[config.mk]
export PLATFORM = sky130hd
export DESIGN_NAME = bounded_lifo_stack
export DESIGN_NICKNAME = d
export VERILOG_FILES = /design/src/rtl/core/blifo_pkg.sv /design/src/rtl/core/blifo_dp.sv /design/src/rtl/core/blifo_ctrl.sv /design/src/rtl/core/bounded_lifo_stack.sv
export SDC_FILE = /design/constraint.sdc
export NUM_CORES = 1
export LEC_CHECK = 0
export ABC_CLOCK_PERIOD_IN_PS = 7500
export BUFFER_PORTS_ARGS = -buffer_cell sky130_fd_sc_hd__clkbuf_2
export CELL_PAD_IN_SITES_DETAIL_PLACEMENT = 1
export CELL_PAD_IN_SITES_GLOBAL_PLACEMENT = 2
export CORE_MARGIN = 3
export CORE_UTILIZATION = 45
export DETAILED_ROUTE_END_ITERATION = 10
export GPL_TIMING_DRIVEN = 0
export PLACE_DENSITY_LB_ADDON = 0.1
export SYNTH_ARGS = -nofsm -noshare
export SYNTH_HDL_FRONTEND = slang
export SYNTH_HIERARCHICAL = 1
export SYNTH_SLANG_ARGS = --single-unit
[constraint.sdc]
create_clock -name clk_i -period 7.5 [get_ports clk_i]
set_clock_uncertainty 0.1 [all_clocks]
set_input_delay 0.75 -clock clk_i [delete_from_list [all_inputs] [get_ports clk_i]]
set_output_delay 0.75 -clock clk_i [all_outputs]
set_load 0.01 [all_outputs]
[src/rtl/core/blifo_pkg.sv]
// ----------------------------------------------------------------------------
// blifo_pkg
// types, constants and codes shared by the bounded lifo stack modules
// ----------------------------------------------------------------------------
`default_nettype none

package blifo_pkg;

  localparam int unsigned DEPTH   = 16;
  localparam int unsigned CNT_W   = $clog2(DEPTH + 1);
  localparam int unsigned ADDR_W  = (DEPTH > 1) ? $clog2(DEPTH) : 1;
  localparam int unsigned WORD_W  = 32;
  localparam int unsigned CMD_W   = 3;
  localparam int unsigned STAT_W  = 2;
  localparam int unsigned COUNT_W = 5;

  localparam logic [CMD_W-1:0] CMD_PUSH  = 3'd0;
  localparam logic [CMD_W-1:0] CMD_POP   = 3'd1;
  localparam logic [CMD_W-1:0] CMD_PEEK  = 3'd2;
  localparam logic [CMD_W-1:0] CMD_CLEAR = 3'd3;
  localparam logic [CMD_W-1:0] CMD_DUMP  = 3'd4;

  localparam logic [STAT_W-1:0] STATUS_OK    = 2'd0;
  localparam logic [STAT_W-1:0] STATUS_EMPTY = 2'd1;
  localparam logic [STAT_W-1:0] STATUS_FULL  = 2'd2;

  typedef struct packed {
    logic [CMD_W-1:0]         command;
    logic signed [WORD_W-1:0] push_value;
  } cmd_t;

  typedef struct packed {
    logic signed [WORD_W-1:0] word_out;
    logic [STAT_W-1:0]        status;
    logic [COUNT_W-1:0]       entry_count;
    logic                     is_empty;
    logic                     last_of_run;
  } res_t;

  typedef enum logic [1:0] {
    RD_TOP,
    RD_IDX,
    RD_NEXT
  } rd_sel_e;

  typedef struct packed {
    logic              cap;
    logic              wr_en;
    logic              cnt_dec;
    logic              cnt_clr;
    logic              rd_en;
    rd_sel_e           rd_sel;
    logic              idx_inc;
    logic              idx_clr;
    logic              emit;
    logic              emit_rd;
    logic [STAT_W-1:0] emit_status;
    logic              emit_last;
  } ctrl_t;

  typedef struct packed {
    logic [CMD_W-1:0] command;
    logic             cnt_zero;
    logic             cnt_full;
    logic             dump_last;
  } stat_t;

endpackage

`default_nettype wire

[src/rtl/core/blifo_dp.sv]
// ----------------------------------------------------------------------------
// blifo_dp
// stack datapath: entry memory, fill count, dump index and result register
// ----------------------------------------------------------------------------
`default_nettype none

module blifo_dp (
  input  wire logic              clk_i,
  input  wire logic              rst_ni,
  input  wire blifo_pkg::cmd_t   cmd_i,
  input  wire blifo_pkg::ctrl_t  ctrl_i,
  output blifo_pkg::stat_t       stat_o,
  output logic                   result_valid_o,
  output blifo_pkg::res_t        result_o
);

  logic signed [blifo_pkg::WORD_W-1:0] mem [blifo_pkg::DEPTH];

  blifo_pkg::cmd_t                     cmd_q;
  logic [blifo_pkg::CNT_W-1:0]         count_q, count_d;
  logic [blifo_pkg::ADDR_W-1:0]        idx_q, idx_d;
  logic [blifo_pkg::ADDR_W-1:0]        rd_addr;
  logic signed [blifo_pkg::WORD_W-1:0] rd_data_q;
  logic                                valid_q;
  blifo_pkg::res_t                     res_q;
  logic [blifo_pkg::CNT_W-1:0]         idx_plus;

  assign idx_plus = blifo_pkg::CNT_W'(idx_q) + 1'b1;

  always_comb begin
    count_d = count_q;
    if (ctrl_i.cnt_clr) begin
      count_d = '0;
    end else if (ctrl_i.wr_en) begin
      count_d = count_q + 1'b1;
    end else if (ctrl_i.cnt_dec) begin
      count_d = count_q - 1'b1;
    end
  end

  always_comb begin
    idx_d = idx_q;
    if (ctrl_i.idx_clr) begin
      idx_d = '0;
    end else if (ctrl_i.idx_inc) begin
      idx_d = blifo_pkg::ADDR_W'(idx_plus);
    end
  end

  always_comb begin
    case (ctrl_i.rd_sel)
      blifo_pkg::RD_TOP:  rd_addr = blifo_pkg::ADDR_W'(count_q - 1'b1);
      blifo_pkg::RD_IDX:  rd_addr = idx_q;
      blifo_pkg::RD_NEXT: rd_addr = blifo_pkg::ADDR_W'(idx_plus);
      default:            rd_addr = idx_q;
    endcase
  end

  always_ff @(posedge clk_i or negedge rst_ni) begin
    if (!rst_ni) begin
      count_q <= '0;
      idx_q   <= '0;
      valid_q <= 1'b0;
    end else begin
      count_q <= count_d;
      idx_q   <= idx_d;
      valid_q <= ctrl_i.emit;
    end
  end

  always_ff @(posedge clk_i) begin
    if (ctrl_i.cap) begin
      cmd_q <= cmd_i;
    end
    if (ctrl_i.emit) begin
      res_q.word_out    <= ctrl_i.emit_rd ? rd_data_q : '0;
      res_q.status      <= ctrl_i.emit_status;
      res_q.entry_count <= blifo_pkg::COUNT_W'(count_d);
      res_q.is_empty    <= (count_d == '0);
      res_q.last_of_run <= ctrl_i.emit_last;
    end
  end

  // entry memory, registered read
  always_ff @(posedge clk_i) begin
    if (ctrl_i.wr_en) begin
      mem[count_q[blifo_pkg::ADDR_W-1:0]] <= cmd_q.push_value;
    end
    if (ctrl_i.rd_en) begin
      rd_data_q <= mem[rd_addr];
    end
  end

  assign stat_o.command   = cmd_q.command;
  assign stat_o.cnt_zero  = (count_q == '0);
  assign stat_o.cnt_full  = (count_q == blifo_pkg::CNT_W'(blifo_pkg::DEPTH));
  assign stat_o.dump_last = (idx_plus == count_q);

  assign result_valid_o = valid_q;
  assign result_o       = res_q;

  // checks
  a_count_bound: assert property (@(posedge clk_i) disable iff (!rst_ni)
    count_q <= blifo_pkg::CNT_W'(blifo_pkg::DEPTH))
    else $error("fill count above depth");

  a_no_write_full: assert property (@(posedge clk_i) disable iff (!rst_ni)
    ctrl_i.wr_en |-> !stat_o.cnt_full)
    else $error("write into full stack");

  a_no_read_empty: assert property (@(posedge clk_i) disable iff (!rst_ni)
    (ctrl_i.rd_en && ctrl_i.rd_sel == blifo_pkg::RD_TOP) |-> !stat_o.cnt_zero)
    else $error("top read on empty stack");

  a_dump_in_range: assert property (@(posedge clk_i) disable iff (!rst_ni)
    (ctrl_i.rd_en && ctrl_i.rd_sel == blifo_pkg::RD_NEXT) |->
      (idx_plus < count_q))
    else $error("dump walk past top entry");

endmodule

`default_nettype wire

[src/rtl/core/blifo_ctrl.sv]
// ----------------------------------------------------------------------------
// blifo_ctrl
// command sequencer for the bounded lifo stack
// ----------------------------------------------------------------------------
`default_nettype none

module blifo_ctrl (
  input  wire logic              clk_i,
  input  wire logic              rst_ni,
  input  wire logic              start,
  output logic                   busy,
  input  wire blifo_pkg::stat_t  stat_i,
  output blifo_pkg::ctrl_t       ctrl_o
);

  typedef enum logic [1:0] {
    ST_IDLE,
    ST_EXEC,
    ST_OUT
  } state_e;

  state_e state_q, state_d;

  always_comb begin
    state_d            = state_q;
    ctrl_o             = '0;
    ctrl_o.rd_sel      = blifo_pkg::RD_IDX;
    ctrl_o.emit_status = blifo_pkg::STATUS_OK;
    case (state_q)
      ST_IDLE: begin
        if (start) begin
          ctrl_o.cap = 1'b1;
          state_d    = ST_EXEC;
        end
      end
      ST_EXEC: begin
        state_d = ST_IDLE;
        case (stat_i.command)
          blifo_pkg::CMD_PUSH: begin
            ctrl_o.emit      = 1'b1;
            ctrl_o.emit_last = 1'b1;
            if (stat_i.cnt_full) begin
              ctrl_o.emit_status = blifo_pkg::STATUS_FULL;
            end else begin
              ctrl_o.wr_en = 1'b1;
            end
          end
          blifo_pkg::CMD_POP, blifo_pkg::CMD_PEEK: begin
            if (stat_i.cnt_zero) begin
              ctrl_o.emit        = 1'b1;
              ctrl_o.emit_last   = 1'b1;
              ctrl_o.emit_status = blifo_pkg::STATUS_EMPTY;
            end else begin
              ctrl_o.rd_en   = 1'b1;
              ctrl_o.rd_sel  = blifo_pkg::RD_TOP;
              ctrl_o.cnt_dec = (stat_i.command == blifo_pkg::CMD_POP);
              state_d        = ST_OUT;
            end
          end
          blifo_pkg::CMD_CLEAR: begin
            ctrl_o.cnt_clr   = 1'b1;
            ctrl_o.emit      = 1'b1;
            ctrl_o.emit_last = 1'b1;
          end
          blifo_pkg::CMD_DUMP: begin
            if (stat_i.cnt_zero) begin
              ctrl_o.emit        = 1'b1;
              ctrl_o.emit_last   = 1'b1;
              ctrl_o.emit_status = blifo_pkg::STATUS_EMPTY;
            end else begin
              ctrl_o.rd_en  = 1'b1;
              ctrl_o.rd_sel = blifo_pkg::RD_IDX;
              state_d       = ST_OUT;
            end
          end
          default: begin
            ctrl_o.emit      = 1'b1;
            ctrl_o.emit_last = 1'b1;
          end
        endcase
      end
      ST_OUT: begin
        ctrl_o.emit    = 1'b1;
        ctrl_o.emit_rd = 1'b1;
        if (stat_i.command == blifo_pkg::CMD_DUMP && !stat_i.dump_last) begin
          ctrl_o.idx_inc = 1'b1;
          ctrl_o.rd_en   = 1'b1;
          ctrl_o.rd_sel  = blifo_pkg::RD_NEXT;
        end else begin
          ctrl_o.emit_last = 1'b1;
          ctrl_o.idx_clr   = 1'b1;
          state_d          = ST_IDLE;
        end
      end
      default: begin
        state_d = ST_IDLE;
      end
    endcase
  end

  always_ff @(posedge clk_i or negedge rst_ni) begin
    if (!rst_ni) begin
      state_q <= ST_IDLE;
    end else begin
      state_q <= state_d;
    end
  end

  assign busy = (state_q != ST_IDLE);

endmodule

`default_nettype wire

[src/rtl/core/bounded_lifo_stack.sv]
// ----------------------------------------------------------------------------
// bounded_lifo_stack
// bounded lifo stack of signed 32-bit words with push, pop, peek, clear, dump
// ----------------------------------------------------------------------------
// A command is taken when start is high and busy is low. Each result is shown
// for exactly one cycle with result_valid_o high and must be captured then;
// results cannot be held off. Every command passes through the sequencer's
// decode step, where push, clear, unused codes and every error end; pop, peek
// and dump then go on to the output step, a dump giving one result per cycle,
// bottom entry first. The reads need that step because the read port of the
// entry memory is registered. The memory needs no clearing pass after reset.
// ----------------------------------------------------------------------------
`default_nettype none

module bounded_lifo_stack (
  input  wire logic             clk_i,
  input  wire logic             rst_ni,
  input  wire logic             start,
  output logic                  busy,
  input  wire blifo_pkg::cmd_t  cmd_i,
  output logic                  result_valid_o,
  output blifo_pkg::res_t       result_o
);

  blifo_pkg::ctrl_t ctrl;
  blifo_pkg::stat_t stat;

  blifo_ctrl u_ctrl (
    .clk_i  (clk_i),
    .rst_ni (rst_ni),
    .start  (start),
    .busy   (busy),
    .stat_i (stat),
    .ctrl_o (ctrl)
  );

  blifo_dp u_dp (
    .clk_i          (clk_i),
    .rst_ni         (rst_ni),
    .cmd_i          (cmd_i),
    .ctrl_i         (ctrl),
    .stat_o         (stat),
    .result_valid_o (result_valid_o),
    .result_o       (result_o)
  );

endmodule

`default_nettype wire

Yosys cells after proc, flatten, opt, wreduce, memory -nomap -nowiden
Memory sizes are Yosys's and may differ from the RTL's. A register that Yosys moved wholly into a read port is not among the register bits.
Index checks and enable logic that the tools add are counted.
- register bits after elaboration: 88
- memory bits (writable): 512
- output and inout bits: 43
- word-level logic and storage cells: 75
- memories kept: 1
- memory list (name ; words ; bits a word ; rd ports ; clocked after Yosys merged registers in ; wr ports ; RTL line ; source):
    u_dp.mem ; 16 ; 32 ; 1 ; 1 ; 1 ; blifo_dp.sv:17 ; logic signed [blifo_pkg::WORD_W-1:0] mem [blifo_pkg::DEPTH];
- add/sub/neg operators: 3
- eq/ne operators: 11
- mux-type cells: 37
- reduce and logical (&&, ||, !) cells: 12
- operators with widths (operator ; count):
    $mux W5 ; 3
    $mux W1 ; 14
    $mux W2 ; 7
    $mux W4 ; 3
    $pmux W3 S2 ; 2
    $logic_not A5 Y1 ; 2
    $mux W3 ; 3
    $pmux W4 S2 ; 1
    $eq A3 B2 Y1 const B ; 2
    $pmux W2 S3 ; 1
    $add A4 B1 Y5 const B ; 1
    $add A5 B1 Y5 const B ; 1
    $eq A5 B5 Y1 ; 1
    $eq A5 B5 Y1 const B ; 1
    $sub A5 B1 Y5 const B ; 1
    $eq A2 B2 Y1 const B ; 2
    $logic_not A2 Y1 ; 2
    $ne A2 B2 Y1 const B ; 2
    $pmux W1 S2 ; 2
    $pmux W2 S2 ; 1
    $reduce_bool A2 Y1 ; 2
    $eq A3 B1 Y1 const B ; 1
    $eq A3 B3 Y1 const B ; 1
    $logic_not A3 Y1 ; 1
    6 further kinds ; 6

Longest topological paths before layout
- depth in word-level cells: 8
- mapped depth: 19

Cells and area by module
Netlist, hierarchy kept.
- by module, submodules not included (module ; times used ; cells an instance ; area an instance (µm²) ; sequential area each (µm²)):
    blifo_dp ; 1 ; 1932 ; 27294.9 ; 18868.1
    blifo_ctrl ; 1 ; 43 ; 342.8 ; 50.0

Worst setup path before layout
OpenSTA, ideal clock, no wires.
- path kind: register to register
- start: reg u_dp/count_q[0] in the netlist's numbering
- end: mem u_dp/mem[11][0] in the netlist's numbering, enable pin
- setup time: 0.468 ns
- arrival: 3.923 ns
- required time: 6.932 ns
- setup slack: 3.009 ns
- stages on the path, launching flop included: 9
- path buffers: 1
- path through: dfrtp_1 > inv_1 > ha_1 > nand2b_1 > nor3b_1 > nor2_1 > clkbuf_1 > nand2_1 > nor3b_1
- RTL lines (element ; RTL line ; source):
    start, declared ; blifo_dp.sv:20 ; logic [blifo_pkg::CNT_W-1:0] count_q, count_d;
    start signal, assigned ; blifo_dp.sv:65 ; count_q <= count_d;
    end, declared ; blifo_dp.sv:17 ;

==> flow_metrics.env <==
export IMPL_wire_per_inst_um=27.8
export IMPL_gp_congestion=0.792
export IMPL_synth_compound_area_share_pct=8.45
export IMPL_hold_path_class="in2reg"
export IMPL_yosys_area_share_xor_xnor_pct=0.475
export IMPL_drcViolationCount=0
export IMPL_cp_top_family="simple AND/OR/NAND/NOR gates"
export IMPL_cp_end_kind="flip-flop"
export IMPL_intPower_mw=8.79
export IMPL_maxCapViolCount=0
export IMPL_cp_start_kind="flip-flop"
export IMPL_cts_buffer_depth=3
export IMPL_grt_start_max_net_pins=33
export IMPL_p_sw_share_pct=43.2
export IMPL_p_clk_share_pct=22.5
export IMPL_cts_resized=0
export IMPL_vias=18100
export IMPL_synth_area_um2=27600
export IMPL_fp_dieH_um=254
export IMPL_dr_pass1_iters=5
export IMPL_synthMuxAreaShare_pct=3.92
export IMPL_synth_edff_count=620
export IMPL_synth_simple_area_share_pct=14.6
export IMPL_slowest_delay_ns=0.74
export IMPL_power_leakage_nw=10.5
export IMPL_yosysTopAreaCellShare_pct=67.4
export IMPL_ctsRootBufferMaster="clkbuf_16"
export IMPL_worstPathBufferInverterCount=6
export IMPL_viasPerCell=6.04
export IMPL_grt_pass1_vias=19000
export IMPL_synthFlopType="edfxtp_1"
export IMPL_reg2regPathDepth=15
export IMPL_yosys_area_top_type="edfxtp_1"
export IMPL_multi_input_area_um2=7750
export IMPL_syn_nets=2022
export IMPL_hold_viol_final=0
export IMPL_cpMostUsedCell="buf_2"
export IMPL_die_area_um2=64400
export IMPL_grt_total_usage_pct=25.9
export IMPL_hold_path_depth=1
export IMPL_power_switching_mw=6.68
export IMPL_final_util_pct=52.6
export IMPL_outcome="finished, final reports clean"
export IMPL_slew_limit_headroom_pct=32.2
export IMPL_start_util_pct=45.6
export IMPL_avgSynthCellArea_um2=14.0
export IMPL_worst_pin_slew_ns=1.01
export IMPL_pin_count=81
export IMPL_critPathKind="reg2reg"
export IMPL_synth_top_family_by_area="simple AND/OR/NAND/NOR gates"
export IMPL_final_cell_count_no_fill=2990
export IMPL_clk_pin_slew_worst_paths_ns=0.06
export IMPL_slew_viol_final=0
export IMPL_cts_sinks=632
export IMPL_cts_tree="built"
export IMPL_hold_slack_ns=0.211
export IMPL_async_flop_share_pct=1.90
export IMPL_cp_max_fo=10
export IMPL_ant_nets=0
export IMPL_slowest_stage="nor4_1"
export IMPL_synth_area_top_cells="edfxtp_1 (67%), o211ai_1 (3.5%), or3_1 (2.9%), mux2_2 (2.6%), or4b_1 (2.3%)"
export IMPL_cp_depth=15
export IMPL_h_tree_depth=3
export IMPL_regArea_um2=18900
export IMPL_drive_gt1_share_pct=19.0
export IMPL_finalSetupViolCount=0
export IMPL_dp_hpwl_um=57200
export IMPL_cts_buffers=71
export IMPL_dp_cells=2861
export IMPL_synthCells=1975
export IMPL_core_um2=60600
export IMPL_port_buffers=80
export IMPL_setup_tns_ns=0
export IMPL_nFillCells=5929
export IMPL_min_period_over_period_pct=79.6
export IMPL_seq_area_frac_synth_pct=68.5
export IMPL_synth_cell_types=62
export IMPL_final_nets=2200
export IMPL_synth_seq_cells=632
export IMPL_fp_row_count=90
export IMPL_syn_to_final_growth_pct=15.2
export IMPL_first_iter_violations=1199
export IMPL_clock_fmax_mhz=167
export IMPL_pwr_share_comb_pct=46.8
export IMPL_worstPathArrival_ns=6.23
export IMPL_synth_warnings=6
export IMPL_pwr_share_seq_pct=30.7
export IMPL_grt_overflow=0
export IMPL_vdd_ir_drop_max_v=0.000256
export IMPL_rsz0062_at_grt="no"
export IMPL_grt_pass1_wl_um=123000
export IMPL_antenna_found_initial=0
export IMPL_synthAdderAreaFrac_pct=0.407
export IMPL_insertion_delay_ns=0.61
export IMPL_die_x_um=254
export IMPL_required_ns=7.76
export IMPL_fin_crit_ns=5.97
export IMPL_power_density_nw_per_um2=486
export IMPL_path_cells="buf_4, buf_4, buf_2, buf_2, xnor2_1, nor4_1, nor4b_4, nor2b_1, nand3b_1, clkbuf_1, o22ai_1, nor2_1, buf_2, o311ai_1, and3_1"
export IMPL_wl_um=83200
## per-layer routing
layer  wire, um  track usage [%]  vias to the layer above
met5          0                0                        -
met4       3380             10.3                        0
met2      40300             43.2                      497
li1           -                -                     8004
met3       3560             3.27                      158
met1      35900             34.8                     9411
## kinds of logic (layout without fill, tap and decap cells)
| logic type | count (synthesis) | in the layout |
|---|---|---|
| and+or+nand+nor | 723 | 723 |
| DFF | 632 | 632 |
| AOI/OAI and AO/OA | 316 | 316 |
| buffers and inverters | 181 | 413 |
| muxes | 99 | 99 |
| xor gates and xnor gates | 15 | 15 |
| adders and majority gates | 9 | 9 |
| other | 0 | 1 |
## flip-flops by register name, indices dropped and copies added, names as in the netlist
register / flops
u_dp/rd_data_q: 32
u_dp/idx_q: 4
u_dp/count_q: 5
u_dp/result_o: 41
u_dp/result_valid_o: 1
u_dp/stat_o: 3
u_dp/cmd_q: 32
u_dp/mem: 512
u_ctrl/state_q: 2
## layout make-up
| class | instances | area share [%] |
|---|---|---|
| clock buffers | 86 | 5.85 |
| diodes | 1 | 0.00786 |
| flip-flops and latches | 632 | 59.4 |
| plain buffers | 172 | 3.12 |
| repair buffers | 105 | 2.66 |
| inverters | 9 | 0.106 |
| clock inverters | 41 | 1.42 |
| multi-input cells | 1162 | 24.3 |
| well taps | 782 | 3.07 |
## through the flow
| step | setup slack [ns] | total power [mW] | cell area, um2 |
|---|---|---|---|
| 2_1_floorplan | 3.01 | 8.96 | 27600 |
| 3_3_place_gp | 0.925 | 11.8 | 29000 |
| 3_5_place_dp | 1.61 | 12.1 | 29500 |
| 4_1_cts | 1.59 | 15.6 | 31800 |
| 5_1_grt | 1.30 | 16.3 | 31800 |
| 6_report | 1.53 | 15.5 | 31800 |
## path summary, 6_finish.rpt
kind / from / endpoint / slack [ns]
max: u_dp/idx_q[0] / u_dp/rd_data_q[28] / 1.53
min: cmd_i[5] / u_dp/cmd_q[5] / 0.21
max reg2reg: u_dp/idx_q[0] / u_dp/rd_data_q[28] / 1.53
min reg2reg: u_dp/rd_data_q[16] / u_dp/result_o[25] / 0.43
max in group asynchronous: rst_ni / u_dp/idx_q[0] / 6.55
min in group asynchronous: rst_ni / u_ctrl/state_q[0] / 0.48
## cell usage in the layout, fill, tap and decap left out, types with 5 or more instances in the layout
master / instances
and3_1: 37
clkbuf_2: 85
bufinv_16: 8
a32oi_1: 32
buf_12: 11
dfrtp_1: 12
edfxtp_1: 620
clkbuf_1: 68
or3_1: 128
nand2_1: 135
nor3_1: 6
o311ai_0: 19
or4b_1: 64
xnor2_1: 7
nor2_1: 147
a21oi_1: 5
nor2b_1: 70
mux2_2: 64
o211ai_1: 128
o311ai_1: 45
and2_2: 8
o21ai_0: 62
clkinv_2: 13
xor2_1: 8
and3_2: 5
buf_6: 35
and2_1: 32
ha_1: 9
buf_2: 70
buf_4: 13
nand3_1: 65
mux2i_1: 34
clkbuf_16: 71
clkinv_1: 14
inv_1: 8
## cells in the mapped netlist, drive strengths merged, types with 2 or more instances
master	count
a211oi	2
a21boi	2
a21oi	5
a32oi	32
and2	41
and3	42
buf	110
clkbuf	62
dfrtp	12
edfxtp	620
ha	9
inv	8
mux2	64
mux2i	35
nand2	135
nand2b	4
nand3	65
nor2	152
nor2b	72
nor3	9
nor3b	4
nor4	2
nor4b	2
o211ai	128
o21a	3
o21ai	66
o22a	2
o311ai	65
or3	128
or4b	64
xnor2	7
xor2	8
## power groups by stage
stage               clock [mW]  combinational [mW]  sequential [mW]
CTS                       3.55                7.30             4.76
floorplan                    0                4.23             4.73
finish                    3.47                7.24             4.75
detailed placement           0                7.25             4.83
global route              3.68                7.80             4.78
global placement             0                7.01             4.83
## repair_timing
action,4_1_cts,5_1_grt
hold buffers,1,0
buffers inserted,0,0
endpoints found under the hold margin,12,0
Note: power is estimated with default switching activity, not from simulation.
